**src/rtl/pmmp_pkg.sv**
```systemverilog
package pmmp_pkg;

	localparam int MAG_W = 11;
	localparam int DIV_STEPS = MAG_W;
	localparam int CNT_W = 4;

	localparam logic [2:0] MODE_NORMAL = 3'd0;
	localparam logic [2:0] MODE_SNIPER = 3'd1;
	localparam logic [2:0] MODE_SCROLL = 3'd2;

	localparam logic [1:0] ROT_NONE = 2'd0;
	localparam logic [1:0] ROT_90 = 2'd1;
	localparam logic [1:0] ROT_180 = 2'd2;
	localparam logic [1:0] ROT_270 = 2'd3;

	localparam logic [2:0] CFG_ORIENTATION = 3'd0;
	localparam logic [2:0] CFG_ACCEL_ENABLE = 3'd1;
	localparam logic [2:0] CFG_INVERT_WHEEL = 3'd2;
	localparam logic [2:0] CFG_SNIPER_DIVISOR = 3'd3;
	localparam logic [2:0] CFG_SCROLL_DIVISOR = 3'd4;
	localparam logic [2:0] CFG_TEXT_DIVISOR = 3'd5;

	localparam logic [7:0] WHEEL_LIMIT = 8'd127;

	typedef struct packed {
		logic [2:0] mode;
		logic signed [7:0] dx;
		logic signed [7:0] dy;
		logic signed [7:0] wheel_v;
		logic signed [7:0] wheel_h;
		logic [7:0] buttons;
	} report_t;

	typedef struct packed {
		logic signed [11:0] out_x;
		logic signed [11:0] out_y;
		logic signed [7:0] out_v;
		logic signed [7:0] out_h;
		logic signed [11:0] tap_x;
		logic signed [11:0] tap_y;
		logic [7:0] buttons_out;
		logic mouse_active;
	} result_t;

	typedef struct packed {
		logic [1:0] orientation;
		logic accel_enable;
		logic invert_wheel;
		logic [7:0] sniper_divisor;
		logic [7:0] scroll_divisor;
		logic [7:0] text_divisor;
	} cfg_t;

	typedef enum logic [2:0] {
		ST_IDLE,
		ST_ACCEL,
		ST_SUM,
		ST_DIV,
		ST_FINISH
	} ctrl_state_t;

	typedef struct packed {
		logic load;
		logic accel;
		logic sum;
		logic div_step;
		logic finish;
	} dp_cmd_t;

	typedef struct packed {
		logic normal;
	} dp_status_t;

endpackage

```
**src/rtl/pmmp_ctrl.sv**
```systemverilog
module pmmp_ctrl (
	input  logic                 clk,
	input  logic                 arst_n,
	input  logic                 report_valid,
	output logic                 report_stall,
	output logic                 result_valid,
	input  logic                 result_stall,
	input  pmmp_pkg::dp_status_t status,
	output pmmp_pkg::dp_cmd_t    cmd
);

	pmmp_pkg::ctrl_state_t state_q, state_d;
	logic [pmmp_pkg::CNT_W-1:0] cnt_q;
	logic out_valid_q;
	logic can_load;

	assign can_load = !out_valid_q || !result_stall;
	assign result_valid = out_valid_q;
	assign report_stall = (state_q != pmmp_pkg::ST_IDLE);

	always_ff @(posedge clk or negedge arst_n) begin
		if (!arst_n) begin
			state_q <= pmmp_pkg::ST_IDLE;
			cnt_q <= '0;
			out_valid_q <= 1'b0;
		end else begin
			state_q <= state_d;
			if (cmd.sum) begin
				cnt_q <= '0;
			end else if (cmd.div_step) begin
				cnt_q <= cnt_q + 1'b1;
			end
			if (cmd.finish) begin
				out_valid_q <= 1'b1;
			end else if (!result_stall) begin
				out_valid_q <= 1'b0;
			end
		end
	end

	always_comb begin
		state_d = state_q;
		cmd = '0;
		unique case (state_q)
			pmmp_pkg::ST_IDLE: begin
				if (report_valid) begin
					cmd.load = 1'b1;
					state_d = pmmp_pkg::ST_ACCEL;
				end
			end
			pmmp_pkg::ST_ACCEL: begin
				cmd.accel = 1'b1;
				state_d = pmmp_pkg::ST_SUM;
			end
			pmmp_pkg::ST_SUM: begin
				cmd.sum = 1'b1;
				state_d = status.normal ? pmmp_pkg::ST_FINISH : pmmp_pkg::ST_DIV;
			end
			pmmp_pkg::ST_DIV: begin
				cmd.div_step = 1'b1;
				if (cnt_q == pmmp_pkg::CNT_W'(pmmp_pkg::DIV_STEPS - 1)) begin
					state_d = pmmp_pkg::ST_FINISH;
				end
			end
			pmmp_pkg::ST_FINISH: begin
				if (can_load) begin
					cmd.finish = 1'b1;
					state_d = pmmp_pkg::ST_IDLE;
				end
			end
			default: begin
				state_d = pmmp_pkg::ST_IDLE;
			end
		endcase
	end

endmodule

```
**src/rtl/pmmp_datapath.sv**
```systemverilog
module pmmp_datapath (
	input  logic                 clk,
	input  logic                 arst_n,
	input  pmmp_pkg::cfg_t       cfg,
	input  pmmp_pkg::dp_cmd_t    cmd,
	input  pmmp_pkg::report_t    report,
	output pmmp_pkg::dp_status_t status,
	output pmmp_pkg::result_t    result
);

	localparam int MW = pmmp_pkg::MAG_W;

	logic [2:0] mode_q;
	logic normal_q;
	logic [7:0] buttons_q;
	logic active_q;
	logic signed [8:0] xr_q, yr_q;
	logic signed [11:0] xa_q, ya_q;
	logic signed [11:0] rem_h_q, rem_v_q;
	logic neg_h_q, neg_v_q;
	logic [MW-1:0] quo_h_q, quo_v_q;
	logic [7:0] par_h_q, par_v_q;
	logic [7:0] divisor_q;
	pmmp_pkg::result_t result_q;

	logic wheel_any;
	logic signed [7:0] src_x, src_y;
	logic signed [8:0] ex, ey, rx, ry;
	logic [2:0] mode_eff;
	logic active;

	logic signed [11:0] sum_h, sum_v;
	logic [MW-1:0] mag_h, mag_v;
	logic [7:0] dsel, dnext;

	logic [8:0] sh_h, sh_v;
	logic bit_h, bit_v;

	logic [11:0] qh_s, qv_s, rh_s, rv_s;
	logic [MW-1:0] qmh, qmv;
	logic snap, kill_h, kill_v, any_q;
	logic [7:0] hmag, vmag;
	logic signed [11:0] rem_h_d, rem_v_d;
	pmmp_pkg::result_t res;

	function automatic logic [11:0] accel_val(input logic [8:0] v, input logic en);
		logic [8:0] m;
		logic [17:0] sq;
		logic [11:0] a;
		m = v[8] ? 9'(~v + 9'd1) : v;
		sq = 18'(m) * 18'(m);
		a = en ? 12'(sq >> 4) + 12'(m) : 12'(m);
		return v[8] ? 12'(12'd0 - a) : a;
	endfunction

	function automatic logic [7:0] sat_mag(input logic [MW-1:0] q);
		return (q > MW'(pmmp_pkg::WHEEL_LIMIT)) ? pmmp_pkg::WHEEL_LIMIT : q[7:0];
	endfunction

	assign status.normal = normal_q;
	assign result = result_q;

	always_comb begin
		wheel_any = (report.wheel_v != 8'sd0) || (report.wheel_h != 8'sd0);
		src_x = wheel_any ? report.wheel_h : report.dx;
		src_y = wheel_any ? report.wheel_v : report.dy;
		ex = {src_x[7], src_x};
		ey = {src_y[7], src_y};
		unique case (cfg.orientation)
			pmmp_pkg::ROT_90: begin
				rx = -ey;
				ry = ex;
			end
			pmmp_pkg::ROT_180: begin
				rx = -ex;
				ry = -ey;
			end
			pmmp_pkg::ROT_270: begin
				rx = ey;
				ry = -ex;
			end
			default: begin
				rx = ex;
				ry = ey;
			end
		endcase
		mode_eff = wheel_any ? pmmp_pkg::MODE_SCROLL : report.mode;
		active = wheel_any || (report.dx != 8'sd0) || (report.dy != 8'sd0)
			|| (report.buttons != 8'd0);
	end

	always_comb begin
		sum_h = rem_h_q + xa_q;
		sum_v = rem_v_q + ya_q;
		mag_h = sum_h[11] ? MW'(-sum_h) : MW'(sum_h);
		mag_v = sum_v[11] ? MW'(-sum_v) : MW'(sum_v);
		if (mode_q == pmmp_pkg::MODE_SNIPER) begin
			dsel = cfg.sniper_divisor;
		end else if (mode_q == pmmp_pkg::MODE_SCROLL) begin
			dsel = cfg.scroll_divisor;
		end else begin
			dsel = cfg.text_divisor;
		end
		dnext = (dsel == 8'd0) ? 8'd1 : dsel;
	end

	always_comb begin
		sh_h = {par_h_q, quo_h_q[MW-1]};
		sh_v = {par_v_q, quo_v_q[MW-1]};
		bit_h = (sh_h >= {1'b0, divisor_q});
		bit_v = (sh_v >= {1'b0, divisor_q});
	end

	always_comb begin
		qh_s = neg_h_q ? 12'(12'd0 - 12'(quo_h_q)) : 12'(quo_h_q);
		qv_s = neg_v_q ? 12'(12'd0 - 12'(quo_v_q)) : 12'(quo_v_q);
		rh_s = neg_h_q ? 12'(12'd0 - 12'(par_h_q)) : 12'(par_h_q);
		rv_s = neg_v_q ? 12'(12'd0 - 12'(par_v_q)) : 12'(par_v_q);
		any_q = (quo_h_q != '0) || (quo_v_q != '0);
		snap = (mode_q != pmmp_pkg::MODE_SNIPER);
		kill_v = snap && (quo_h_q > quo_v_q);
		kill_h = snap && (quo_h_q < quo_v_q);
		qmh = kill_h ? '0 : quo_h_q;
		qmv = kill_v ? '0 : quo_v_q;
		hmag = sat_mag(qmh);
		vmag = sat_mag(qmv);

		res = '0;
		res.buttons_out = buttons_q;
		res.mouse_active = active_q;
		if (normal_q) begin
			rem_h_d = '0;
			rem_v_d = '0;
			res.out_x = xa_q;
			res.out_y = ya_q;
		end else begin
			rem_h_d = kill_h ? 12'sd0 : $signed(rh_s);
			rem_v_d = kill_v ? 12'sd0 : $signed(rv_s);
			if (any_q) begin
				case (mode_q)
					pmmp_pkg::MODE_SNIPER: begin
						res.out_x = $signed(qh_s);
						res.out_y = $signed(qv_s);
					end
					pmmp_pkg::MODE_SCROLL: begin
						res.out_h = (neg_h_q ^ cfg.invert_wheel) ?
							$signed(8'(8'd0 - hmag)) : $signed(hmag);
						res.out_v = (!neg_v_q ^ cfg.invert_wheel) ?
							$signed(8'(8'd0 - vmag)) : $signed(vmag);
					end
					default: begin
						res.tap_x = neg_h_q ? $signed(12'(12'd0 - 12'(qmh))) :
							$signed(12'(qmh));
						res.tap_y = neg_v_q ? $signed(12'(12'd0 - 12'(qmv))) :
							$signed(12'(qmv));
					end
				endcase
			end
		end
	end

	always_ff @(posedge clk or negedge arst_n) begin
		if (!arst_n) begin
			rem_h_q <= '0;
			rem_v_q <= '0;
		end else if (cmd.finish) begin
			rem_h_q <= rem_h_d;
			rem_v_q <= rem_v_d;
		end
	end

	always_ff @(posedge clk) begin
		if (cmd.load) begin
			mode_q <= mode_eff;
			normal_q <= (mode_eff == pmmp_pkg::MODE_NORMAL);
			buttons_q <= report.buttons;
			active_q <= active;
			xr_q <= rx;
			yr_q <= ry;
		end
		if (cmd.accel) begin
			xa_q <= $signed(accel_val(xr_q, cfg.accel_enable));
			ya_q <= $signed(accel_val(yr_q, cfg.accel_enable));
		end
		if (cmd.sum) begin
			neg_h_q <= sum_h[11];
			neg_v_q <= sum_v[11];
			quo_h_q <= mag_h;
			quo_v_q <= mag_v;
			par_h_q <= '0;
			par_v_q <= '0;
			divisor_q <= dnext;
		end
		if (cmd.div_step) begin
			quo_h_q <= {quo_h_q[MW-2:0], bit_h};
			quo_v_q <= {quo_v_q[MW-2:0], bit_v};
			par_h_q <= bit_h ? 8'(sh_h - {1'b0, divisor_q}) : sh_h[7:0];
			par_v_q <= bit_v ? 8'(sh_v - {1'b0, divisor_q}) : sh_v[7:0];
		end
		if (cmd.finish) begin
			result_q <= res;
		end
	end

endmodule

```
**src/rtl/pointer_motion_mode_processor_top.sv**
```systemverilog
// Pointer report shaper. A report word enters on report/report_valid and is
// taken at an edge where report_valid is high and report_stall is low. One
// result word leaves on result/result_valid for every report, in order.
// The controller handles one report at a time: rotation is applied as the
// report is taken, then it applies acceleration, then the remainder add,
// then, in the divided modes only, steps the restoring divider (one quotient
// bit per cycle for both axes at once, on a shared divisor and step count),
// and then loads the output register. The next report can be taken on the
// cycle after the result is loaded. The output register holds the result
// while result_stall is high, and a new report is taken meanwhile; if its
// result is ready before the old one leaves, the controller waits with the
// new result until the register frees. Reset clears both remainders, the
// output valid flag and all configuration registers to their defaults
// (divisors 2, 16 and 32). The configuration port writes one register per
// cycle with cfg_we and should only be used while no report is in flight.
module pointer_motion_mode_processor_top (
	input  logic                clk,
	input  logic                arst_n,
	input  logic                report_valid,
	output logic                report_stall,
	input  pmmp_pkg::report_t   report,
	output logic                result_valid,
	input  logic                result_stall,
	output pmmp_pkg::result_t   result,
	input  logic                cfg_we,
	input  logic [2:0]          cfg_index,
	input  logic [7:0]          cfg_data
);

	pmmp_pkg::cfg_t cfg_q;
	pmmp_pkg::dp_cmd_t cmd;
	pmmp_pkg::dp_status_t status;

	always_ff @(posedge clk or negedge arst_n) begin
		if (!arst_n) begin
			cfg_q.orientation <= pmmp_pkg::ROT_NONE;
			cfg_q.accel_enable <= 1'b0;
			cfg_q.invert_wheel <= 1'b0;
			cfg_q.sniper_divisor <= 8'd2;
			cfg_q.scroll_divisor <= 8'd16;
			cfg_q.text_divisor <= 8'd32;
		end else if (cfg_we) begin
			unique case (cfg_index)
				pmmp_pkg::CFG_ORIENTATION: cfg_q.orientation <= cfg_data[1:0];
				pmmp_pkg::CFG_ACCEL_ENABLE: cfg_q.accel_enable <= cfg_data[0];
				pmmp_pkg::CFG_INVERT_WHEEL: cfg_q.invert_wheel <= cfg_data[0];
				pmmp_pkg::CFG_SNIPER_DIVISOR: cfg_q.sniper_divisor <= cfg_data;
				pmmp_pkg::CFG_SCROLL_DIVISOR: cfg_q.scroll_divisor <= cfg_data;
				pmmp_pkg::CFG_TEXT_DIVISOR: cfg_q.text_divisor <= cfg_data;
				default: begin
				end
			endcase
		end
	end

	pmmp_ctrl u_ctrl (
		.clk          (clk),
		.arst_n       (arst_n),
		.report_valid (report_valid),
		.report_stall (report_stall),
		.result_valid (result_valid),
		.result_stall (result_stall),
		.status       (status),
		.cmd          (cmd)
	);

	pmmp_datapath u_datapath (
		.clk    (clk),
		.arst_n (arst_n),
		.cfg    (cfg_q),
		.cmd    (cmd),
		.report (report),
		.status (status),
		.result (result)
	);

endmodule

```
**config.mk**
```make
export PLATFORM = sky130hd
export DESIGN_NAME = pointer_motion_mode_processor_top
export DESIGN_NICKNAME = d
export VERILOG_FILES = /design/src/rtl/pmmp_pkg.sv /design/src/rtl/pmmp_ctrl.sv /design/src/rtl/pmmp_datapath.sv /design/src/rtl/pointer_motion_mode_processor_top.sv
export SDC_FILE = /design/constraint.sdc
export NUM_CORES = 1
export LEC_CHECK = 0
export BUFFER_PORTS_ARGS = -buffer_cell sky130_fd_sc_hd__clkbuf_2
export CAP_MARGIN = 20
export CORE_ASPECT_RATIO = 1.4
export CORE_UTILIZATION = 30
export DETAILED_ROUTE_END_ITERATION = 16
export HOLD_SLACK_MARGIN = 0.03
export PLACE_DENSITY = 0.45
export SYNTH_ARGS = -nofsm -noshare
export SYNTH_HDL_FRONTEND = slang
export SYNTH_HIERARCHICAL = 1
export SYNTH_SLANG_ARGS = --single-unit
```
**constraint.sdc**
```tcl
create_clock -name clk -period 16.2 [get_ports clk]
set_input_delay 2.43 -clock clk [delete_from_list [all_inputs] [get_ports clk]]
set_output_delay 2.43 -clock clk [all_outputs]
set_load 0.005 [all_outputs]
```
-- Word level (Yosys, flattened, before mapping)
Cells that the tools add are included.
W data, S select, Z words.
- $add $sub $neg: 23
- order comparisons: 6
- mux-type cells: 61
- shift-type cells: 0
- reductions and logical operators: 36
- div/mod/pow operators: 0
- bitwise logic cells: 8
- eq/ne operators: 20
- multipliers: 2
- operators by type and width (kind ; count):
    $mux W12 ; 14
    $mux W8 ; 13
    $mux W11 ; 8
    $mux W24 ; 3
    $mux W64 ; 1
    $pmux W9 S3 ; 2
    $sub A1 B11 Y12 const A ; 4
    $reduce_bool A8 Y1 ; 5
    $mul A9 B9 Y16 ; 2
    $add A12 B12 Y12 ; 2
    $add A12 B9 Y12 ; 2
    $sub A1 B12 Y12 const A ; 2
    $gt A11 B7 Y1 const B ; 2
    $neg A11 Y11 ; 2
    $reduce_bool A11 Y1 ; 2
    $add A9 B1 Y9 const B ; 2
    $ge A9 B8 Y1 ; 2
    $mux W9 ; 2
    $neg A8 Y9 ; 2
    $not A9 Y9 ; 2
    $sub A1 B8 Y9 const A ; 2
    $mux W16 ; 1
    $sub A1 B8 Y8 const A ; 2
    $sub A8 B8 Y8 ; 2
    other kinds (31) ; 75
- memories: 0
- ROM bits: 0
- logic and storage cells: 192
- bits in writable memories: 0
- bits in latches: 0
- register bits after elaboration: 236

-- Longest topological paths before layout
Gate-level depths: netlist (run 1).
- word-level depth: 10
- gate-level depth with buffers: 31

-- Cells and area by module
Netlist (run 1), hierarchy kept.
- modules (own cells, without submodules) (module ; area an instance (µm²) ; cells an instance ; sequential area each (µm²) ; instances):
    pmmp_datapath ; 17489.3 ; 1948 ; 5735.5 ; 1
    pointer_motion_mode_processor_top ; 1118.6 ; 63 ; 704.4 ; 1
    pmmp_ctrl ; 442.9 ; 47 ; 200.2 ; 1

-- Worst setup path after synthesis (run 1)
Ideal clock, no wire load.
- path kind: input to register
- from: input result_stall
- to: register u_datapath.rem_h_q[0]
- cell stages on the path: 5
- data required time: 16.116 ns
- path slack: 9.205 ns
- library setup time: 0.084 ns
- arrival time: 6.912 ns
- path through: a21oi_1 -> buf_1 -> nor2b_1 -> nand2_1 -> o22ai_1
- cells in the longest elaborated chain, start to end: 4
- ends and longest elaborated chain (element ; RTL line ; source):
    start, declared ; pointer_motion_mode_processor_top.sv:23 ; input logic result_stall,
    $logic_not A1 Y1 ; pmmp_ctrl.sv:17 ; assign can_load = !out_valid_q || !result_stall;
    $logic_or A1 B1 Y1 ; pmmp_ctrl.sv:17 ;
    $mux W1 ; pmmp_ctrl.sv:66 ; if (can_load) begin
    $mux W1 ; pmmp_ctrl.sv:44 ; unique case (state_q)
    end signal, assigned ; pmmp_datapath.sv:167 ; rem_h_q <= rem_h_d;
    end, declared ; pmmp_datapath.sv:19 ; logic signed [11:0] rem_h_q, rem_v_q;
Every way passes these cells.
A chain may end at the register's enable or synchronous reset.

-- Worst setup path after layout (run 1)
- from: register u_datapath.xr_q[0]
- to: register u_datapath.xa_q[11], data pin
- cells in the longest elaborated chain, start to end: 8
- ends and longest elaborated chain (element ; RTL line ; source):
    start, declared ; pmmp_datapath.sv:17 ; logic signed [8:0] xr_q, yr_q;
    start signal, assigned ; pmmp_datapath.sv:178 ; xr_q <= rx;
    $not A9 Y9 ; pmmp_datapath.sv:50 ; m = v[8] ? 9'(~v + 9'd1) : v;
    $add A9 B1 Y9 ; pmmp_datapath.sv:50 ;
    $mux W9 * ; pmmp_datapath.sv:50 ;
    $mul A9 B9 Y16 ; pmmp_datapath.sv:51 ; sq = 18'(m) * 18'(m);
    $add A12 B9 Y12 ; pmmp_datapath.sv:52 ; a = en ? 12'(sq >> 4) + 12'(m) : 12'(m);
    $mux W12 * ; pmmp_datapath.sv:52 ;
    $sub A1 B12 Y12 ; pmmp_datapath.sv:53 ; return v[8] ? 12'(12'd0 - a) : a;
    $mux W12 * ; pmmp_datapath.sv:53 ;
    end signal, assigned ; pmmp_datapath.sv:182 ; xa_q <= $signed(accel_val(xr_q, cfg.accel_enable));
    end, declared ; pmmp_datapath.sv:18 ; logic signed [11:0] xa_q, ya_q;
Mark *: on every way between the ends. The rest lies on a longest branch, timed or not.

==> results by group, run 1 <==
Route
  – Total Wirelength: 53,400 um
  – Via-to-Cell Ratio: 4.99
  – Drt initial violations: between 600 and 700
  – DR pass1 iterations: 7
  – DRC: 0
  – Wire length per cell: about 18 um
  – Vias: approximately 15,000
  – DRT antenna net count: 0

Floorplan
  – Die X: 215 um
  – Core ar.: 62,400 sq um
  – I/O Pins: 134
  – Initial core utilization: a little over 30%
  – Die Y: between 300 and 400 um
  – Row cnt: 108
  – Die ar.: 64,500 sq um

Outcome
  – Status: complete, no violations

Clock network
  – H-tree depth: 1
  – Setup Buffers After CTS: 0
  – Post-cts sizing count: 0
  – Hold buffers post-CTS: 0
  – CTS tree: built
  – Sink Count: 230
  – Root buf cell: clkbuf_16
  – Clk_lat worst skew: 0.57 ns
  – TritonCTS buffer count: 27
  – CTS clock-pin slew for the worst setup and hold paths: about 0.070 ns
  – Longest Clk Path Bufs: 3

Yosys
  – Yosys reg bits: 230
  – Compound-Gate Fraction of Synth Area: about 14%
  – Ys flop type: edfxtp_1
  – Share of flip-flops with an asynchronous set or reset: between 20% and 30%
  – Mapped cell area: approximately 19,000 sq um
  – Combinational family with the most area after synthesis: adder cells
  – Yosys warnings: 6
  – Mux contribution to synthesized area: 4.03%
  – Syn avg cell area: 9.26 sq um
  – Post-synthesis xor/xnor area fraction: 7.79%
  – Synth Area in Adders: 17.1%
  – Register area share after synthesis: 34.9%
  – Number of flops mapped to enable cells by yosys: 176
  – Simple-gate portion of the synthesized area: between 10% and 20%
  – Syn Inst Count: 2,058
  – Synth unique cells: between 80 and 90

Global routing
  – M3 GR Usage: 1.17%
  – Pin count of the biggest net entering global routing: 69
  – Global-route wire length before repair: approximately 85,000 um
  – Top Usage Layer GRT: met2
  – Vias in the first global route: 15,400
  – Number of antenna violations at the first check in global routing: 1
  – All-Layer GR Usage: between 10% and 20%
  – Met1 layer usage reported by global route: 18.2%
  – Met2 GRT Util: about a third
  – Total gr overflow: 0

Layout
  – Area Growth Syn to Fin: 13.2%
  – Nets: 2,453
  – Fillers: 6,485
  – Most frequent cells in the layout: 222 x inv_1, 213 x nand2_1, 182 x nor2_1
  – Most common cell after layout, fill and taps aside: inv_1
  – Layout cell share with drive strength beyond 1: around an eighth

Critical path
  – Most frequent CP cell: inv_1
  – Max stage delay on crit path: 0.60 ns
  – Crit end category: flop
  – WP buf/inv: 8
  – Worst Reg-to-Reg Cells: 30
  – Slowest-stage cell, CP: fa_1
  – Max Fanout on Critical Path: 11
  – CP startpoint kind: flop
  – Worst Path Arrival: 7.80 ns
  – Worst EP required: 16.50 ns
  – WS Path Type: reg -> reg
  – CP top delay family: adder cells
  – Critical Path Stages: 30

Timing
  – Period utilization: a little under half
  – Achievable Freq: 133 MHz
  – Setup_tns: 0 ns
  – RSZ-0062 raised after global routing: false
  – Worst slew pin tran: about 1.1 ns
  – Max-slew headroom: 28.4%
  – Hold Vio Cnt, Final: 0
  – Pins Over Slew Limit: 0
  – # setup viols final: 0
  – Period minus WS final: around 7.5 ns
  – Clk_skew: between 0.015 and 0.02 ns

Placed design
  – Detailed placer's ending HPWL: 42,600 um
  – Port Buffer Count: 133
  – Global placement routability congestion: 0.840

Flow run
  – Max-cap violations: 0

Min path
  – Hold Crit Class: reg -> reg
  – WHS Path Cells: 0
## cell usage after synthesis, drive strengths merged, types with 5 or more instances
master / number / area share (%)
a21o: 21 / 0.83
nor2b: 25 / 0.82
o22ai: 30 / 0.99
nor4: 15 / 0.49
fa: 72 / 7.6
dfrtp: 51 / 6.7
o21a: 9 / 0.35
nand2: 214 / 4.2
buf: 9 / 0.24
or3: 20 / 0.69
a31oi: 8 / 0.26
or2: 9 / 0.30
a21oi: 119 / 3.2
nand2b: 27 / 0.89
xnor2: 98 / 4.6
mux2i: 34 / 1.8
and2: 17 / 0.56
o41ai: 10 / 0.62
o21bai: 7 / 0.28
o21ai: 141 / 3.7
a22oi: 5 / 0.20
mux2: 37 / 2.2
xor2: 68 / 3.2
and3: 6 / 0.20
a211oi: 15 / 0.62
clkbuf: 61 / 1.2
a41o: 6 / 0.32
nand3: 39 / 1.0
edfxtp: 176 / 28
inv: 222 / 4.4
nand4: 14 / 0.49
nor3: 37 / 0.97
a21boi: 5 / 0.20
ha: 145 / 9.5
or4: 7 / 0.28
nand4b: 5 / 0.30
nand3b: 13 / 0.51
o311ai: 5 / 0.23
nor2: 183 / 3.6
o31ai: 22 / 0.99
## kinds of logic after synthesis
kind of cell	Yosys count
buffers and inverters	294
AOI/OAI and AO/OA	436
xor gates and xnor gates	166
and+or+nand+nor	642
muxes	71
adders and majority gates	217
DFF	230
other	2
## flip-flops by register name, indices dropped and copies added (netlist names), 9 cells and up
name / flops
u_datapath/rem_h_q: 9
cfg_q: 28
u_datapath/quo_h_q: 11
u_datapath/xa_q: 12
u_datapath/result: 73
u_datapath/xr_q: 9
u_datapath/rem_v_q: 9
u_datapath/ya_q: 12
u_datapath/yr_q: 9
u_datapath/quo_v_q: 11
## routing by layer
layer / wire (um) / part of all wire, % / vias up
li1: - / - / 7407
met1: 21300 / 40 / 7370
met2: 29300 / 55 / 226
met3: 1210 / 2.3 / 81
met4: 1680 / 3.1 / 0
met5: 0 / 0 / -
## per-stage QoR
stage	cell area (sq um)	setup slack (ns)	instances	util, %	hold WS, ns
after floorplan	19100	9.20	2064	-	0.400
after global placement	20700	8.80	2972	33.1	0.403
after detailed placement	20700	8.72	2972	33.1	0.406
after CTS	21600	8.70	3021	34.5	0.415
after global routing	21600	8.15	3022	34.5	0.420
final	21600	8.71	3023	34.5	0.412
## final timing paths
| path | start | end | slack (ns) |
|---|---|---|---|
| worst max-delay path | u_datapath/xr_q[0]$_DFFE_PP_ | u_datapath/xa_q[11]$_DFFE_PP_ | 8.71 |
| worst min-delay path | u_datapath/buttons_q[1]$_DFFE_PP_ | u_datapath/result[2]$_DFFE_PP_ | 0.41 |
| worst max register to register | u_datapath/xr_q[0]$_DFFE_PP_ | u_datapath/xa_q[11]$_DFFE_PP_ | 8.71 |
| worst min register to register | u_datapath/buttons_q[1]$_DFFE_PP_ | u_datapath/result[2]$_DFFE_PP_ | 0.41 |
| max in group asynchronous | arst_n | cfg_q[25]$_DFFE_PN0P_ | 13.63 |
| min in group asynchronous | arst_n | u_ctrl/result_valid$_DFFE_PN0P_ | 2.00 |
## area by class of cell
cell class / instances / area, sq um / share of cell area (%)
repair buffers: 154 / 821 / 3.81
diodes: 1 / 2.50 / 0.0116
well taps: 825 / 1030 / 4.79
clock inverters: 18 / 206 / 0.957
inverters: 224 / 842 / 3.90
flip-flops and latches: 230 / 6640 / 30.8
clock buffers: 31 / 691 / 3.20
multi-input cells: 1540 / 11300 / 52.5
Power of run 1 is not shown: default switching activity piles up to over one toggle a cycle in this logic, so the estimate is an artifact.
==> run 2: changes to the inputs <==
--- a/config.mk
+++ b/config.mk
@@ -11,7 +11,7 @@
 export CORE_UTILIZATION = 30
 export DETAILED_ROUTE_END_ITERATION = 16
 export HOLD_SLACK_MARGIN = 0.03
-export PLACE_DENSITY = 0.45
+export PLACE_DENSITY = 0.47
 export SYNTH_ARGS = -nofsm -noshare
 export SYNTH_HDL_FRONTEND = slang
 export SYNTH_HIERARCHICAL = 1
==> constraint.sdc (replaced) <==
create_clock -name clk -period 6.8 [get_ports clk]
set_input_delay 1.02 -clock clk [delete_from_list [all_inputs] [get_ports clk]]
set_output_delay 1.02 -clock clk [all_outputs]
set_load 0.005 [all_outputs]
==> run 2 against run 1 <==
  * Cell count is 2.2% higher
  * Clock skew is 0.0065 ns higher
  * Sequential share of layout area is 1.3 points lower
  * Worst setup slack worse by 8.5 ns
  * Non-clock buffer count is 69 higher
  * Final area is 4.5% higher
  * Clock-buffer cell count is 4 higher
  * Critical path depth is 1 lower
  * Die area stayed put
  * Via count is 1.4% higher
  * First-iteration DRC count is 1.8% higher
  * Global-route usage is 0.60 points lower
  * Critical path type unchanged
  * Critical endpoint unchanged
==> results by group, run 2 (synthesis gave the netlist of run 1 again) <==
Outcome
  – Status: complete, no violations

Critical path
  – CP top delay family: adder cells
  – Max Fanout on Critical Path: 5 (-6)
  – Max stage delay on crit path: 0.54 ns (-0.06 ns)
  – Crit end category: flop
  – WP buf/inv: 6 (-2)
  – CP startpoint kind: flop
  – Worst EP required: 7.10 ns (-9.40 ns)
  – Slowest-stage cell, CP: fa_1
  – Worst Path Arrival: 6.86 ns (-0.94 ns)
  – WS Path Type: reg -> reg

Clock network
  – CTS tree: built
  – Sink Count: 230 (unchanged)
  – H-tree depth: 1 (unchanged)
  – CTS clock-pin slew for the worst setup and hold paths: 0.06 ns (about the same)
  – Clk_lat worst skew: 0.57 ns (about the same)
  – Longest Clk Path Bufs: 3 (unchanged)
  – Hold buffers post-CTS: 0 (unchanged)
  – TritonCTS buffer count: 26 (-3.7%)
  – Root buf cell: clkbuf_16

Timing
  – Period utilization: 96.4% (+50 points)
  – Final Hold Slack: 0.423 ns (+0.0110 ns)
  – Clk_skew: 0.0227 ns (+0.00654 ns)
  – # setup viols final: 0 (unchanged)
  – Pins Over Slew Limit: 0 (unchanged)
  – Final WS setup: 0.242 ns (-8.46 ns)
  – Max-slew headroom: 35.0% (+6.6 points)
  – Hold Vio Cnt, Final: 0 (unchanged)
  – Worst slew pin tran: 0.974 ns (-0.0950 ns)
  – Achievable Freq: 152 MHz (+14%)
  – Period minus WS final: 6.56 ns (-0.936 ns)

Global routing
  – Vias in the first global route: 15,500 (+0.15%)
  – Total gr overflow: 0 (unchanged)
  – Pin count of the biggest net entering global routing: 93 (+35%)
  – Global-route wire length before repair: 82,600 um (-2.9%)
  – Number of antenna violations at the first check in global routing: 1 (unchanged)
  – All-Layer GR Usage: 16.0% (-0.60 points)

Placed design
  – Detailed placer's ending HPWL: 41,700 um (-2.1%)
  – Pre-CTS setup slack: -0.105 ns (-8.83 ns)
  – Port Buffer Count: 133 (unchanged)
  – Global placement routability congestion: 0.855 (+1.7%)
  – Dpl cells: 3,014 (+1.4%)

Floorplan
  – Die Y: 300 um (unchanged)
  – I/O Pins: 134 (unchanged)
  – Die ar.: 64,500 sq um (unchanged)
  – Initial core utilization: 30.5% (unchanged)
  – Die X: 215 um (unchanged)
  – Core ar.: 62,400 sq um (unchanged)
  – Row cnt: 108 (unchanged)

Route
  – DRC: 0 (unchanged)
  – Via-to-Cell Ratio: 4.95 (-0.83%)
  – Vias: 15,300 (+1.4%)
  – DR pass1 iterations: 5 (-2)
  – Wire length per cell: 16.9 um (-4.2%)
  – Total Wirelength: 52,300 um (-2.1%)
  – DRT antenna net count: 0 (unchanged)
  – Drt initial violations: 635 (+1.8%)

Layout
  – FF/Latch Area: 6640 sq um (unchanged)
  – Most common cell after layout, fill and taps aside: inv_1
  – Fillers: 6,434 (-0.79%)
  – Max FFs per register: 73 (unchanged)
  – Post-Layout Cell Count: 3,091 (+2.2%)
  – Post-Route Utilization: 36.1% (+1.6 points)
  – Area Growth Syn to Fin: 18.3%
  – Layout cell share with drive strength beyond 1: 18.1% (+5.4 points)
  – Most frequent cells in the layout: 217 x inv_1, 212 x nand2_1, 176 x edfxtp_1
  – Multi-input gate area: 11,700 sq um (+3.4%)
  – Nets: 2,521 (+2.8%)

Min path
  – Hold Crit Class: reg -> reg

Flow run
  – Max-cap violations: 0 (unchanged)
==> run 2: cell count changes in the layout (fill, tap and decap cells not counted), sizes merged <==
cell / change
buf: +69
clkbuf: +4
clkinv: -3
inv: -3
bufinv: +2
clkinvlp: -1
==> run 2: final cells by class <==
type / count / area share, %
multi-input cells: 1540 / 52.0
flip-flops and latches: 230 / 29.5
repair buffers: 223 / 6.15
well taps: 825 / 4.58
inverters: 224 / 3.74
clock buffers: 35 / 3.13
clock inverters: 13 / 0.938
diodes: 1 / 0.0111
==> run 2: layer usage <==
metal | track usage, % | vias up | routed length (um)
met5 | 0 | - | 0
met4 | 5.67 | 0 | 1700
met3 | 1.45 | 81 | 1410
met2 | 31.9 | 230 | 28700
met1 | 17.4 | 7445 | 20500
li1 | - | 7540 | -
==> run 2: worst paths after layout <==
kind / start / endpoint / slack (ns) / cells after the start
worst max-delay path: u_datapath/xr_q[0]$_DFFE_PP_ / u_datapath/xa_q[11]$_DFFE_PP_ / 0.24 / 29
worst min-delay path: u_datapath/buttons_q[6]$_DFFE_PP_ / u_datapath/result[7]$_DFFE_PP_ / 0.42 / 0
worst max register to register: u_datapath/xr_q[0]$_DFFE_PP_ / u_datapath/xa_q[11]$_DFFE_PP_ / 0.24 / 29
worst min register to register: u_datapath/buttons_q[6]$_DFFE_PP_ / u_datapath/result[7]$_DFFE_PP_ / 0.42 / 0
max in group asynchronous: arst_n / cfg_q[3]$_DFFE_PN0P_ / 5.65 / 2
min in group asynchronous: arst_n / u_ctrl/result_valid$_DFFE_PN0P_ / 0.59 / 2
==> run 2: through the flow <==
stage                     setup TNS (ns)  area (sq um)
final                                  0         22500
after global routing              -0.381         22500
after CTS                              0         21900
after detailed placement          -0.148         21000
after global placement           -0.0818         21000
after floorplan                        0         19100
==> run 2: repair_timing <==
item | in CTS | in global routing
setup endpoints to repair | 2 | 10
pin swaps | 0 | 37
setup buffers | 2 | 24
gates resized for setup | 3 | 86
Power of run 2 is left out for the same reason.
==> run 3: changes to the inputs <==
--- a/config.mk
+++ b/config.mk
@@ -8,10 +8,10 @@
 export BUFFER_PORTS_ARGS = -buffer_cell sky130_fd_sc_hd__clkbuf_2
 export CAP_MARGIN = 20
 export CORE_ASPECT_RATIO = 1.4
-export CORE_UTILIZATION = 30
+export CORE_UTILIZATION = 35
 export DETAILED_ROUTE_END_ITERATION = 16
 export HOLD_SLACK_MARGIN = 0.03
-export PLACE_DENSITY = 0.47
+export PLACE_DENSITY = 0.53
 export SYNTH_ARGS = -nofsm -noshare
 export SYNTH_HDL_FRONTEND = slang
 export SYNTH_HIERARCHICAL = 1
==> run 3 against run 2 <==
  * Sequential cell count is the same
  * Core utilization grew 5.6 points
  * Register-to-register slack lost 0.07 ns
  * Via count shrank 0.35%
  * Non-clock buffer count grew 1
  * Cell count shrank 3.7%
  * Sequential share of layout area grew 0.31 points
  * Clock skew shrank 0.0079 ns
  * Clock-buffer cell count shrank 6
  * Fmax shrank 1.0%
  * Critical endpoint unchanged
==> results by group, run 3 (synthesis gave the netlist of run 1 again) <==
Critical path
  – Max Fanout on Critical Path: 7 (+2)
  – R2R Setup Slk: 0.18 ns (-0.07 ns)
  – Crit end category: flop
  – Most frequent CP cell: fa_1
  – Worst EP required: 7.09 ns (about the same)
  – Max stage delay on crit path: 0.57 ns (+0.03 ns)
  – CP startpoint kind: flop
  – Slowest-stage cell, CP: fa_1
  – Worst Path Arrival: 6.91 ns (+0.05 ns)
  – WS Path Type: reg -> reg

Timing
  – Clk_skew: 0.0148 ns (-0.00787 ns)
  – Period minus WS final: 6.62 ns (+0.0666 ns)
  – Period utilization: 97.4% (+0.98 points)
  – Max-slew headroom: 27.9% (-7.2 points)
  – Pins Over Slew Limit: 0 (unchanged)
  – Hold Vio Cnt, Final: 0 (unchanged)
  – Achievable Freq: 151 MHz (-1.0%)
  – Worst slew pin tran: 1.08 ns (+0.108 ns)
  – RSZ-0062 raised after global routing: true
  – # setup viols final: 0 (unchanged)

Global routing
  – Number of antenna violations at the first check in global routing: 0 (-1)
  – All-Layer GR Usage: 18.2% (+2.2 points)
  – Pin count of the biggest net entering global routing: 69 (-26%)
  – Vias in the first global route: 15,300 (-1.3%)
  – Total gr overflow: 0 (unchanged)
  – Global-route wire length before repair: 80,200 um (-2.9%)

Clock network
  – H-tree depth: 1 (unchanged)
  – Hold buffers post-CTS: 0 (unchanged)
  – Sink Count: 230 (unchanged)
  – CTS tree: built
  – CTS clock-pin slew for the worst setup and hold paths: 0.06 ns (about the same)
  – Root buf cell: clkbuf_16
  – TritonCTS buffer count: 25 (-3.8%)
  – Clk_lat worst skew: 0.55 ns (-0.02 ns)
  – Longest Clk Path Bufs: 3 (unchanged)

Route
  – Wire length per cell: 16.9 um (about the same)
  – Drt initial violations: 621 (-2.2%)
  – DRC: 0 (unchanged)
  – Total Wirelength: 50,500 um (-3.6%)
  – DRT antenna net count: 0 (unchanged)
  – DR pass1 iterations: 6 (+1)
  – Via-to-Cell Ratio: 5.12 (+3.5%)
  – Vias: 15,200 (-0.35%)

Flow run
  – Max-cap violations: 0 (unchanged)

Layout
  – Most common cell after layout, fill and taps aside: inv_1
  – Area Growth Syn to Fin: 17.1%
  – Most frequent cells in the layout: 217 x inv_1, 206 x nand2_1, 176 x nor2_1, 176 x edfxtp_1, 137 x ha_1
  – Post-Layout Cell Count: 2,977 (-3.7%)
  – Nets: 2,521 (unchanged)
  – Max FFs per register: 73 (unchanged)
  – Layout cell share with drive strength beyond 1: 18.4% (+0.24 points)
  – Fillers: 5,262 (-18%)
  – Diode count: 0 (-1)

Floorplan
  – Die Y: 278 um (-7.4%)
  – Initial core utilization: 35.7% (+5.1 points)
  – Die X: 199 um (-7.3%)
  – Core ar.: 53,400 sq um (-14%)
  – I/O Pins: 134 (unchanged)
  – Row cnt: 100 (-7.4%)
  – Die ar.: 55,400 sq um (-14%)

Placed design
  – Dpl cells: 2,904 (-3.6%)
  – Detailed placer's ending HPWL: 39,800 um (-4.6%)
  – Port Buffer Count: 133 (unchanged)
  – Global placement routability congestion: 0.860 (+0.56%)

Min path
  – Hold Crit Class: reg -> reg

Outcome
  – Status: complete, no violations
## run 3: cell types whose count changed in the layout (fill, tap and decap cells not counted), sizes merged
cell      change
clkinvlp      -2
clkbuf        -6
clkinv        +6
inv           +2
bufinv        -3
diode         -1
buf           +1
## run 3: layout make-up
cell class	count	area, sq um	area share (%)
Sequential cell	230	6640	29.8
Clock buffer	29	651	2.92
Clock inverter	16	138	0.617
Inverter	224	842	3.78
Multi-Input combinational cell	1540	11700	52.7
Tap cell	714	893	4.01
Timing Repair Buffer	224	1390	6.24
## run 3: routing by layer
layer	wire length [um]	track usage [%]	part of all wire [%]
met1	20400	20.5	40
met2	27200	35.2	54
met3	1320	1.53	2.6
met4	1520	6.11	3.0
met5	0	0	0
## run 3: per-stage QoR
stage	setup slack (ns)	utilization [%]	hold slack, ns	setup TNS (ns)	cell area (sq um)
after floorplan	0.0961	-	0.400	0	19100
after global placement	0.0639	39.0	0.401	0	20800
after detailed placement	-0.0502	39.0	0.406	-0.0502	20900
after CTS	0.0156	40.5	0.419	0	21700
after global routing	-0.0879	41.7	0.422	-0.249	22300
final	0.175	41.7	0.417	0	22300
## run 3: timing repair
action                                  CTS  global route
setup buffers                             0            26
gates resized for setup                   2            96
endpoints found under the setup margin    1             8
pin swaps                                 0            59
## run 3: final timing paths
kind                       cells past startpoint                              start                               to
max in group asynchronous                      2                             arst_n            cfg_q[15]$_DFFE_PN0P_
hold reg to reg                                0  u_datapath/buttons_q[1]$_DFFE_PP_   u_datapath/result[2]$_DFFE_PP_
setup reg to reg                              25       u_datapath/xr_q[0]$_DFFE_PP_    u_datapath/xa_q[11]$_DFFE_PP_
setup / recovery                              25       u_datapath/xr_q[0]$_DFFE_PP_    u_datapath/xa_q[11]$_DFFE_PP_
hold / removal                                 0  u_datapath/buttons_q[1]$_DFFE_PP_   u_datapath/result[2]$_DFFE_PP_
min in group asynchronous                      2                             arst_n  u_ctrl/result_valid$_DFFE_PN0P_
## run 3: critical path: cells and delay by family (launching register included)
kind,cells,cell delay (ns)
AO/OA/AOI/OAI,6,1.56
XOR/XNOR,4,0.59
adder cells (fa/ha/maj),6,2.68
buffers and inverters,4,0.28
flip-flops,1,0.42
AND/OR/NAND/NOR,5,0.83
Power of run 3 is left out for the same reason.
